### src/rtl/ps2mq_pkg.sv
// Shared types and constants for the PS/2 mouse packet event queue.
// No dependencies; every other file in rtl/ uses this package.
package ps2mq_pkg;

    localparam int QUEUE_DEPTH_DEF = 32;
    localparam int DELTA_WIDTH_DEF = 16;
    localparam int CMDQ_DEPTH      = 2;

    localparam logic [7:0] PKT_SYNC_MASK = 8'h08;
    localparam logic [7:0] PKT_OVF_MASK  = 8'hc0;
    localparam int         BTN_BITS      = 3;

    typedef enum logic [1:0] {
        OP_BYTE   = 2'd0,
        OP_SUBMIT = 2'd1,
        OP_READ   = 2'd2
    } t_opcode;

    typedef enum logic [2:0] {
        ST_READ    = 3'd0,
        ST_EMPTY   = 3'd1,
        ST_QUEUED  = 3'd2,
        ST_FULL    = 3'd3,
        ST_REJECT  = 3'd4,
        ST_HELD    = 3'd5,
        ST_IGNORED = 3'd6
    } t_status;

    typedef enum logic [1:0] {
        KIND_STATUS = 2'd0,
        KIND_PUSH   = 2'd1,
        KIND_READ   = 2'd2
    } t_kind;

    typedef struct packed {
        t_kind   kind;
        t_status status;
    } t_cmd_ctl;

    localparam int CTL_W = $bits(t_cmd_ctl);

endpackage

### src/rtl/ps2_mouse_packet_event_queue.sv
// PS/2 mouse packet decoder with a motion event ring FIFO, top level.
// Depends on ps2mq_pkg, ps2mq_front, ps2mq_cmdq and ps2mq_back.
//
// Every beat pushed in yields exactly one result beat, in order. The front end
// frames aux bytes into 3-byte packets and classifies each beat in the cycle it
// is taken; a two-entry command queue sits behind it, so full rises only when
// the back end falls behind. The back end runs one command per cycle while the
// result register is free, except a read of a non-empty event FIFO, which goes
// through BK_RDWAIT because the event memory has a registered read port. The
// event FIFO holds QUEUE_DEPTH - 1 events and needs no clearing after reset. A
// result waits in the output register until popped, and the back end keeps
// going as soon as it is taken.
module ps2_mouse_packet_event_queue #(
    parameter int QUEUE_DEPTH = ps2mq_pkg::QUEUE_DEPTH_DEF,
    parameter int DELTA_WIDTH = ps2mq_pkg::DELTA_WIDTH_DEF
) (
    input  logic                          i_clk,
    input  logic                          i_rst_n,
    input  logic                          push,
    output logic                          full,
    input  logic [1:0]                    i_opcode,
    input  logic                          i_aux_flag,
    input  logic [7:0]                    i_data_byte,
    input  logic signed [DELTA_WIDTH-1:0] i_motion_x,
    input  logic signed [DELTA_WIDTH-1:0] i_motion_y,
    input  logic [7:0]                    i_button_bits,
    output logic                          empty,
    input  logic                          pop,
    output logic [2:0]                    o_status,
    output logic signed [DELTA_WIDTH-1:0] o_out_dx,
    output logic signed [DELTA_WIDTH-1:0] o_out_dy,
    output logic [7:0]                    o_out_buttons
);

    localparam int PAY_W = 2 * DELTA_WIDTH + 8 + ps2mq_pkg::CTL_W;

    logic                   in_accept;
    ps2mq_pkg::t_cmd_ctl    fr_ctl;
    logic [DELTA_WIDTH-1:0] fr_dx;
    logic [DELTA_WIDTH-1:0] fr_dy;
    logic [7:0]             fr_btn;
    logic [PAY_W-1:0]       q_in;
    logic [PAY_W-1:0]       q_out;
    logic                   q_empty;
    logic                   cmd_take;
    ps2mq_pkg::t_cmd_ctl    bk_ctl;
    logic [DELTA_WIDTH-1:0] bk_dx;
    logic [DELTA_WIDTH-1:0] bk_dy;
    logic [7:0]             bk_btn;

    assign in_accept = push && !full;

    ps2mq_front #(
        .DELTA_WIDTH (DELTA_WIDTH)
    ) u_front (
        .i_clk         (i_clk),
        .i_rst_n       (i_rst_n),
        .i_accept      (in_accept),
        .i_opcode      (i_opcode),
        .i_aux_flag    (i_aux_flag),
        .i_data_byte   (i_data_byte),
        .i_motion_x    (i_motion_x),
        .i_motion_y    (i_motion_y),
        .i_button_bits (i_button_bits),
        .o_ctl         (fr_ctl),
        .o_dx          (fr_dx),
        .o_dy          (fr_dy),
        .o_btn         (fr_btn)
    );

    assign q_in = {fr_dx, fr_dy, fr_btn, fr_ctl};

    ps2mq_cmdq #(
        .DATA_W (PAY_W),
        .DEPTH  (ps2mq_pkg::CMDQ_DEPTH)
    ) u_cmdq (
        .i_clk   (i_clk),
        .i_rst_n (i_rst_n),
        .i_push  (push),
        .o_full  (full),
        .i_pop   (cmd_take),
        .o_empty (q_empty),
        .i_data  (q_in),
        .o_data  (q_out)
    );

    assign {bk_dx, bk_dy, bk_btn, bk_ctl} = q_out;

    ps2mq_back #(
        .QUEUE_DEPTH (QUEUE_DEPTH),
        .DELTA_WIDTH (DELTA_WIDTH)
    ) u_back (
        .i_clk       (i_clk),
        .i_rst_n     (i_rst_n),
        .i_cmd_valid (!q_empty),
        .o_cmd_take  (cmd_take),
        .i_ctl       (bk_ctl),
        .i_dx        (bk_dx),
        .i_dy        (bk_dy),
        .i_btn       (bk_btn),
        .i_pop       (pop),
        .o_empty     (empty),
        .o_status    (o_status),
        .o_dx        (o_out_dx),
        .o_dy        (o_out_dy),
        .o_btn       (o_out_buttons)
    );

endmodule

### src/rtl/ps2mq_front.sv
// Front end: packet framing of aux bytes and opcode classification.
// Depends on ps2mq_pkg; feeds the command queue.
module ps2mq_front #(
    parameter int DELTA_WIDTH = ps2mq_pkg::DELTA_WIDTH_DEF
) (
    input  logic                       i_clk,
    input  logic                       i_rst_n,
    input  logic                       i_accept,
    input  logic [1:0]                 i_opcode,
    input  logic                       i_aux_flag,
    input  logic [7:0]                 i_data_byte,
    input  logic [DELTA_WIDTH-1:0]     i_motion_x,
    input  logic [DELTA_WIDTH-1:0]     i_motion_y,
    input  logic [7:0]                 i_button_bits,
    output ps2mq_pkg::t_cmd_ctl        o_ctl,
    output logic [DELTA_WIDTH-1:0]     o_dx,
    output logic [DELTA_WIDTH-1:0]     o_dy,
    output logic [7:0]                 o_btn
);

    logic [1:0] r_idx;
    logic [1:0] n_idx;
    logic [7:0] r_held0;
    logic [7:0] n_held0;
    logic [7:0] r_held1;
    logic [7:0] n_held1;

    always_comb begin
        n_idx        = r_idx;
        n_held0      = r_held0;
        n_held1      = r_held1;
        o_ctl.kind   = ps2mq_pkg::KIND_STATUS;
        o_ctl.status = ps2mq_pkg::ST_IGNORED;
        o_dx         = i_motion_x;
        o_dy         = i_motion_y;
        o_btn        = i_button_bits;
        case (i_opcode)
            ps2mq_pkg::OP_BYTE: begin
                if (i_aux_flag) begin
                    if (r_idx == 2'd0) begin
                        n_held0      = i_data_byte;
                        n_idx        = 2'd1;
                        o_ctl.status = ps2mq_pkg::ST_HELD;
                    end else if (r_idx == 2'd1) begin
                        n_held1      = i_data_byte;
                        n_idx        = 2'd2;
                        o_ctl.status = ps2mq_pkg::ST_HELD;
                    end else begin
                        n_idx = 2'd0;
                        if ((r_held0 & ps2mq_pkg::PKT_SYNC_MASK) == 8'h00 ||
                            (r_held0 & ps2mq_pkg::PKT_OVF_MASK) != 8'h00) begin
                            o_ctl.status = ps2mq_pkg::ST_REJECT;
                        end else begin
                            o_ctl.kind = ps2mq_pkg::KIND_PUSH;
                            o_dx = {{(DELTA_WIDTH-8){r_held1[7]}}, r_held1};
                            o_dy = DELTA_WIDTH'(0) -
                                   {{(DELTA_WIDTH-8){i_data_byte[7]}}, i_data_byte};
                            o_btn = {{(8-ps2mq_pkg::BTN_BITS){1'b0}},
                                     r_held0[ps2mq_pkg::BTN_BITS-1:0]};
                        end
                    end
                end
            end
            ps2mq_pkg::OP_SUBMIT: begin
                o_ctl.kind = ps2mq_pkg::KIND_PUSH;
            end
            ps2mq_pkg::OP_READ: begin
                o_ctl.kind = ps2mq_pkg::KIND_READ;
            end
            default: begin
            end
        endcase
    end

    always_ff @(posedge i_clk) begin
        if (!i_rst_n) begin
            r_idx <= 2'd0;
        end else if (i_accept) begin
            r_idx <= n_idx;
        end
    end

    always_ff @(posedge i_clk) begin
        if (i_accept) begin
            r_held0 <= n_held0;
            r_held1 <= n_held1;
        end
    end

endmodule

### src/rtl/ps2mq_cmdq.sv
// Short command queue between front and back end.
// Depends on ps2mq_pkg for its default depth.
module ps2mq_cmdq #(
    parameter int DATA_W = 8,
    parameter int DEPTH  = ps2mq_pkg::CMDQ_DEPTH
) (
    input  logic              i_clk,
    input  logic              i_rst_n,
    input  logic              i_push,
    output logic              o_full,
    input  logic              i_pop,
    output logic              o_empty,
    input  logic [DATA_W-1:0] i_data,
    output logic [DATA_W-1:0] o_data
);

    localparam int PTR_W = (DEPTH > 1) ? $clog2(DEPTH) : 1;
    localparam int CNT_W = $clog2(DEPTH + 1);

    logic [DATA_W-1:0] r_slot [DEPTH];
    logic [PTR_W-1:0]  r_wr_ptr;
    logic [PTR_W-1:0]  r_rd_ptr;
    logic [CNT_W-1:0]  r_count;
    logic              do_push;
    logic              do_pop;

    function automatic logic [PTR_W-1:0] ptr_inc(input logic [PTR_W-1:0] p);
        return (p == PTR_W'(DEPTH - 1)) ? '0 : p + 1'b1;
    endfunction

    assign o_full  = (r_count == CNT_W'(DEPTH));
    assign o_empty = (r_count == '0);
    assign do_push = i_push && !o_full;
    assign do_pop  = i_pop && !o_empty;
    assign o_data  = r_slot[r_rd_ptr];

    always_ff @(posedge i_clk) begin
        if (!i_rst_n) begin
            r_wr_ptr <= '0;
            r_rd_ptr <= '0;
            r_count  <= '0;
        end else begin
            if (do_push) begin
                r_wr_ptr <= ptr_inc(r_wr_ptr);
            end
            if (do_pop) begin
                r_rd_ptr <= ptr_inc(r_rd_ptr);
            end
            if (do_push && !do_pop) begin
                r_count <= r_count + 1'b1;
            end else if (do_pop && !do_push) begin
                r_count <= r_count - 1'b1;
            end
        end
    end

    always_ff @(posedge i_clk) begin
        if (do_push) begin
            r_slot[r_wr_ptr] <= i_data;
        end
    end

endmodule

### src/rtl/ps2mq_back.sv
// Back end: event ring FIFO memory, push/pop execution and result register.
// Depends on ps2mq_pkg; takes commands from the command queue.
module ps2mq_back #(
    parameter int QUEUE_DEPTH = ps2mq_pkg::QUEUE_DEPTH_DEF,
    parameter int DELTA_WIDTH = ps2mq_pkg::DELTA_WIDTH_DEF
) (
    input  logic                   i_clk,
    input  logic                   i_rst_n,
    input  logic                   i_cmd_valid,
    output logic                   o_cmd_take,
    input  ps2mq_pkg::t_cmd_ctl    i_ctl,
    input  logic [DELTA_WIDTH-1:0] i_dx,
    input  logic [DELTA_WIDTH-1:0] i_dy,
    input  logic [7:0]             i_btn,
    input  logic                   i_pop,
    output logic                   o_empty,
    output logic [2:0]             o_status,
    output logic [DELTA_WIDTH-1:0] o_dx,
    output logic [DELTA_WIDTH-1:0] o_dy,
    output logic [7:0]             o_btn
);

    localparam int PTR_W = $clog2(QUEUE_DEPTH);

    typedef enum logic [1:0] {
        BK_RUN    = 2'b01,
        BK_RDWAIT = 2'b10
    } t_back_state;

    logic [DELTA_WIDTH-1:0] r_mem_dx  [QUEUE_DEPTH];
    logic [DELTA_WIDTH-1:0] r_mem_dy  [QUEUE_DEPTH];
    logic [7:0]             r_mem_btn [QUEUE_DEPTH];

    t_back_state            r_state,     n_state;
    logic [PTR_W-1:0]       r_wp,        n_wp;
    logic [PTR_W-1:0]       r_rp,        n_rp;
    logic                   r_out_valid, n_out_valid;
    ps2mq_pkg::t_status     r_status,    n_status;
    logic [DELTA_WIDTH-1:0] r_dx,        n_dx;
    logic [DELTA_WIDTH-1:0] r_dy,        n_dy;
    logic [7:0]             r_btn,       n_btn;
    logic [DELTA_WIDTH-1:0] r_rd_dx;
    logic [DELTA_WIDTH-1:0] r_rd_dy;
    logic [7:0]             r_rd_btn;

    logic             out_free;
    logic [PTR_W-1:0] wp_next;
    logic [PTR_W-1:0] rp_next;
    logic             q_full;
    logic             q_empty;
    logic             do_write;
    logic             do_read;

    function automatic logic [PTR_W-1:0] ptr_next(input logic [PTR_W-1:0] p);
        return (p == PTR_W'(QUEUE_DEPTH - 1)) ? '0 : p + 1'b1;
    endfunction

    assign out_free   = !r_out_valid || i_pop;
    assign o_cmd_take = (r_state == BK_RUN) && i_cmd_valid && out_free;
    assign wp_next    = ptr_next(r_wp);
    assign rp_next    = ptr_next(r_rp);
    assign q_full     = (wp_next == r_rp);
    assign q_empty    = (r_rp == r_wp);
    assign do_write   = o_cmd_take && i_ctl.kind == ps2mq_pkg::KIND_PUSH && !q_full;
    assign do_read    = o_cmd_take && i_ctl.kind == ps2mq_pkg::KIND_READ && !q_empty;

    always_comb begin
        n_state     = r_state;
        n_wp        = r_wp;
        n_rp        = r_rp;
        n_out_valid = r_out_valid && !i_pop;
        n_status    = r_status;
        n_dx        = r_dx;
        n_dy        = r_dy;
        n_btn       = r_btn;
        case (r_state)
            BK_RUN: begin
                if (o_cmd_take) begin
                    n_out_valid = 1'b1;
                    n_dx        = '0;
                    n_dy        = '0;
                    n_btn       = '0;
                    case (i_ctl.kind)
                        ps2mq_pkg::KIND_STATUS: begin
                            n_status = i_ctl.status;
                        end
                        ps2mq_pkg::KIND_PUSH: begin
                            if (q_full) begin
                                n_status = ps2mq_pkg::ST_FULL;
                            end else begin
                                n_status = ps2mq_pkg::ST_QUEUED;
                                n_wp     = wp_next;
                            end
                        end
                        ps2mq_pkg::KIND_READ: begin
                            if (q_empty) begin
                                n_status = ps2mq_pkg::ST_EMPTY;
                            end else begin
                                // data comes out of the memory next cycle
                                n_out_valid = 1'b0;
                                n_rp        = rp_next;
                                n_state     = BK_RDWAIT;
                            end
                        end
                        default: begin
                            n_status = ps2mq_pkg::ST_IGNORED;
                        end
                    endcase
                end
            end
            BK_RDWAIT: begin
                if (out_free) begin
                    n_out_valid = 1'b1;
                    n_status    = ps2mq_pkg::ST_READ;
                    n_dx        = r_rd_dx;
                    n_dy        = r_rd_dy;
                    n_btn       = r_rd_btn;
                    n_state     = BK_RUN;
                end
            end
            default: begin
                n_state = BK_RUN;
            end
        endcase
    end

    always_ff @(posedge i_clk) begin
        if (!i_rst_n) begin
            r_state     <= BK_RUN;
            r_wp        <= '0;
            r_rp        <= '0;
            r_out_valid <= 1'b0;
        end else begin
            r_state     <= n_state;
            r_wp        <= n_wp;
            r_rp        <= n_rp;
            r_out_valid <= n_out_valid;
        end
    end

    always_ff @(posedge i_clk) begin
        r_status <= n_status;
        r_dx     <= n_dx;
        r_dy     <= n_dy;
        r_btn    <= n_btn;
    end

    always_ff @(posedge i_clk) begin
        if (do_write) begin
            r_mem_dx[r_wp]  <= i_dx;
            r_mem_dy[r_wp]  <= i_dy;
            r_mem_btn[r_wp] <= i_btn;
        end
        if (do_read) begin
            r_rd_dx  <= r_mem_dx[r_rp];
            r_rd_dy  <= r_mem_dy[r_rp];
            r_rd_btn <= r_mem_btn[r_rp];
        end
    end

    assign o_empty  = !r_out_valid;
    assign o_status = r_status;
    assign o_dx     = r_dx;
    assign o_dy     = r_dy;
    assign o_btn    = r_btn;

endmodule

### config.mk
export PLATFORM = sky130hd
export DESIGN_NAME = ps2_mouse_packet_event_queue
export DESIGN_NICKNAME = d
export VERILOG_FILES = /design/src/rtl/ps2mq_pkg.sv /design/src/rtl/ps2_mouse_packet_event_queue.sv /design/src/rtl/ps2mq_front.sv /design/src/rtl/ps2mq_cmdq.sv /design/src/rtl/ps2mq_back.sv
export SDC_FILE = /design/constraint.sdc
export NUM_CORES = 2
export LEC_CHECK = 0
export ABC_AREA = 1
export BUFFER_PORTS_ARGS = -buffer_cell sky130_fd_sc_hd__buf_2
export CORE_ASPECT_RATIO = 0.7
export CORE_MARGIN = 1.5
export CORE_UTILIZATION = 55
export DETAILED_ROUTE_END_ITERATION = 8
export PLACE_DENSITY = 0.71
export SLEW_MARGIN = 40
export SYNTH_ARGS = -nofsm -noshare
export SYNTH_HDL_FRONTEND = slang
export SYNTH_SLANG_ARGS = --single-unit
### constraint.sdc
create_clock -name i_clk -period 7.3 [get_ports i_clk]
set_input_delay 0.73 -clock i_clk [delete_from_list [all_inputs] [get_ports i_clk]]
set_output_delay 0.73 -clock i_clk [all_outputs]
set_load 0.1 [all_outputs]
==> flow_summary.toml <==
[logic_synthesis]
yosys.area.top_type = "edfxtp_1"
avgSynthCellArea_um2 = 12.5
synthAdderAreaFrac_pct = 0.316
synth_nets = 4822
async_reset_ff_share_pct = 0
synth-seq-cells = 1485
synth_compound_area_share_pct = 9.23
synthDistinctLibCells = 37
ys.flop_type = "edfxtp_1"
synth_area_leaders = "edfxtp_1 74%, o21ai_0 5.1%, nor2_1 5.0%"
ys_warn_count = 0
syn_inst = 4752
ys_seq_area_share_pct = 74.8
post_synth_xor_area_fraction_pct = 0.0443
synth_edf_count = 1465
synthMuxAreaShare_pct = 0
yosysMostFrequentCell = "edfxtp_1"
synth_top_family_by_area = "simple AND/OR/NAND/NOR gates"
synth_top_cell_area_share_pct = 74.1
synthSimpleGateAreaFrac_pct = 11.7
yosys-top-cells-count = "1465 x edfxtp_1, 797 x nor2_1, 682 x nand2_1, 602 x o21ai_0, 231 x inv_1"
syn_area_mm2 = 0.0594

[route]
viasPerCell = 5.92
ant_nets = 0
vias = 37498
wirelength_um = 146000
dr.first_iter.drc_count = 4688
drc = 0
wl_per_cell_um = 23.0
first_pass_iters = 8

[cts]
cts-root-buf = "clkbuf_16"
clk_latency_ns = 0.77
post_cts_buffers = 0
tritoncts = "built"
clk_pin_slew_ns = 0.06
ctsResizeCount = 0
clockBufferDepth = 3
cts-hold-fix-buffers = 0
numCtsBuffers = 136
htree_levels = 4
numClockSinks = 1485

[grt]
antenna_found_initial = 1
grt_max_degree = 190
grt_pass1_vias = 35264
overflow = 0
grt_pass1_wl_um = 218000
grt_usage_pct = 26.4

[floorplan]
die_h_um = 278
start_util_pct = 55.7
pin_count = 100
die_area_mm2 = 0.110
fp-row-count = 100
die_w_um = 396
core_mm2 = 0.107

[critical_path]
crit_fanout = 45
slowest_delay_ns = 0.54
start_kind = "flop"
crit_buf_inv = 6
crit_slowest_cell = "nor2_4"
endpoint_kind = "flop"
worstPathArrival_ns = 4.48
cp_top_family = "simple AND/OR/NAND/NOR gates"
path_cells = "clkinv_1, buf_4, or2_2, o21ai_0, inv_1, ha_1, inv_1, nor2_2, inv_2, nor2_8, nand2_4, nor2_4, buf_4"
path_class = "flop to flop"
required_ns = 7.70

[sta]
hold_violations = 0
fin_setup_tns_ns = 0
worstMarginPinSlew_ns = 0.932
final-setup-viol-count = 0
max_freq_ghz = 0.245
drv_slew = 0
fin_crit_sh_pct = 55.8
slew_headroom_pct = 37.7
grt_setup_unrepaired = "false"
period_needed_ns = 4.08
skew_ns = 0.0350

[cells_and_area]
layout.cells.non_filler = 6338
layout-drive-gt1-share_pct = 9.47
ff_latch_area_mm2 = 0.0444
multiInputGateArea_mm2 = 0.0130
syn_to_final_growth_pct = 11.3
antenna_cells = 0
n_fill_cell = 7855
nNetsFinal = 4871

[placed_design]
gp_routability_congestion = 0.872
dp.cells = 6089
port-buffer-count = 99
dp_hpwl_um = 83700

[run_status]
outcome = "completed"

[pwr]
power.density_mw_per_mm2 = 354
peakVddDrop_uv = 601
leakage_uw = 0.0230

[hold_path]
hold_class = "primary input to flop"
worstHoldStart = "i_data_byte[7]"

[run]
drv_cap = 0
-- metal layers --
layer  share of wire [%]  GRT usage (%)  up-vias
met3                 9.1           3.84      223
met5                   0              0        -
li1                    -              -    16985
met1                  41           38.5    18457
met4                 2.8           9.22        0
met2                  47           40.9     1833
-- cells by family after synthesis --
group | Yosys count
AOI/OAI and AO/OA | 985
xor gates and xnor gates | 3
adders and majority gates | 15
buffers and inverters | 530
DFF | 1485
and+or+nand+nor | 1734
-- sequential cells by signal (all words and copies together), names as in the netlist, 16 cells and up, named ones only --
register,cells
u_back.r_mem_dx,512
u_back.o_dy,16
u_back.o_dx,16
u_back.r_mem_dy,512
u_back.r_rd_dy,16
u_back.r_mem_btn,256
u_cmdq.r_slot,88
u_back.r_rd_dx,16
-- area by class of cell --
class / count / area share, %
Sequential cell: 1485 / 67.2
Multi-Input combinational cell: 2737 / 19.7
Clock buffer: 184 / 5.68
Tap cell: 1428 / 2.70
Timing Repair Buffer: 200 / 2.44
Inverter: 241 / 1.41
Clock inverter: 63 / 0.892
-- layout by cell type (no fill, tap or decap), types with 6 or more instances in the layout --
cell type  instances
inv_1            230
o21ai_1           46
o22ai_1          115
buf_16            12
nand3_1          199
buf_2             99
a21oi_1           60
nor2_4            36
clkbuf_16        144
ha_1              14
nand2_1          665
or2_1              7
nand2_4           14
buf_6             10
o211ai_1         160
bufinv_16         10
o21ai_0          601
nor2_1           762
dfxtp_1           15
clkinv_2          19
clkinv_1          26
buf_8              6
or2_0             28
edfxtp_1        1465
nand2_2            9
buf_4             70
clkbuf_1          40
-- final timing paths --
| path | to | slack [ns] | depth (start not counted) |
|---|---|---|---|
| worst max-delay path | u_back.r_mem_dy[6][11] | 3.22 | 13 |
| worst min-delay path | u_front.r_held1[7] | 0.26 | 1 |
| worst max register to register | u_back.r_mem_dy[6][11] | 3.22 | 13 |
| worst min register to register | u_front.r_idx[0] | 0.50 | 2 |
-- report_power, final --
part | switching [µW] | total [µW] | internal, µW
sequential | 202 | 10800 | 10600
combinational | 4510 | 5600 | 1090
clock | 3050 | 7020 | 3970
-- stage by stage --
step	setup WS (ns)	utilization, %	power (µW)	area (µm²)	hold WS, ns
after floorplan	3.16	-	14600	59400	0.452
after global placement	3.06	57.4	16400	61200	0.463
final	3.22	62.0	23400	66100	0.255
after detailed placement	3.14	57.8	16500	61600	0.482
after CTS	3.10	61.9	23400	66000	0.206
after global routing	3.01	62.0	24200	66100	0.243
Note: power is estimated with default switching activity, not from simulation.
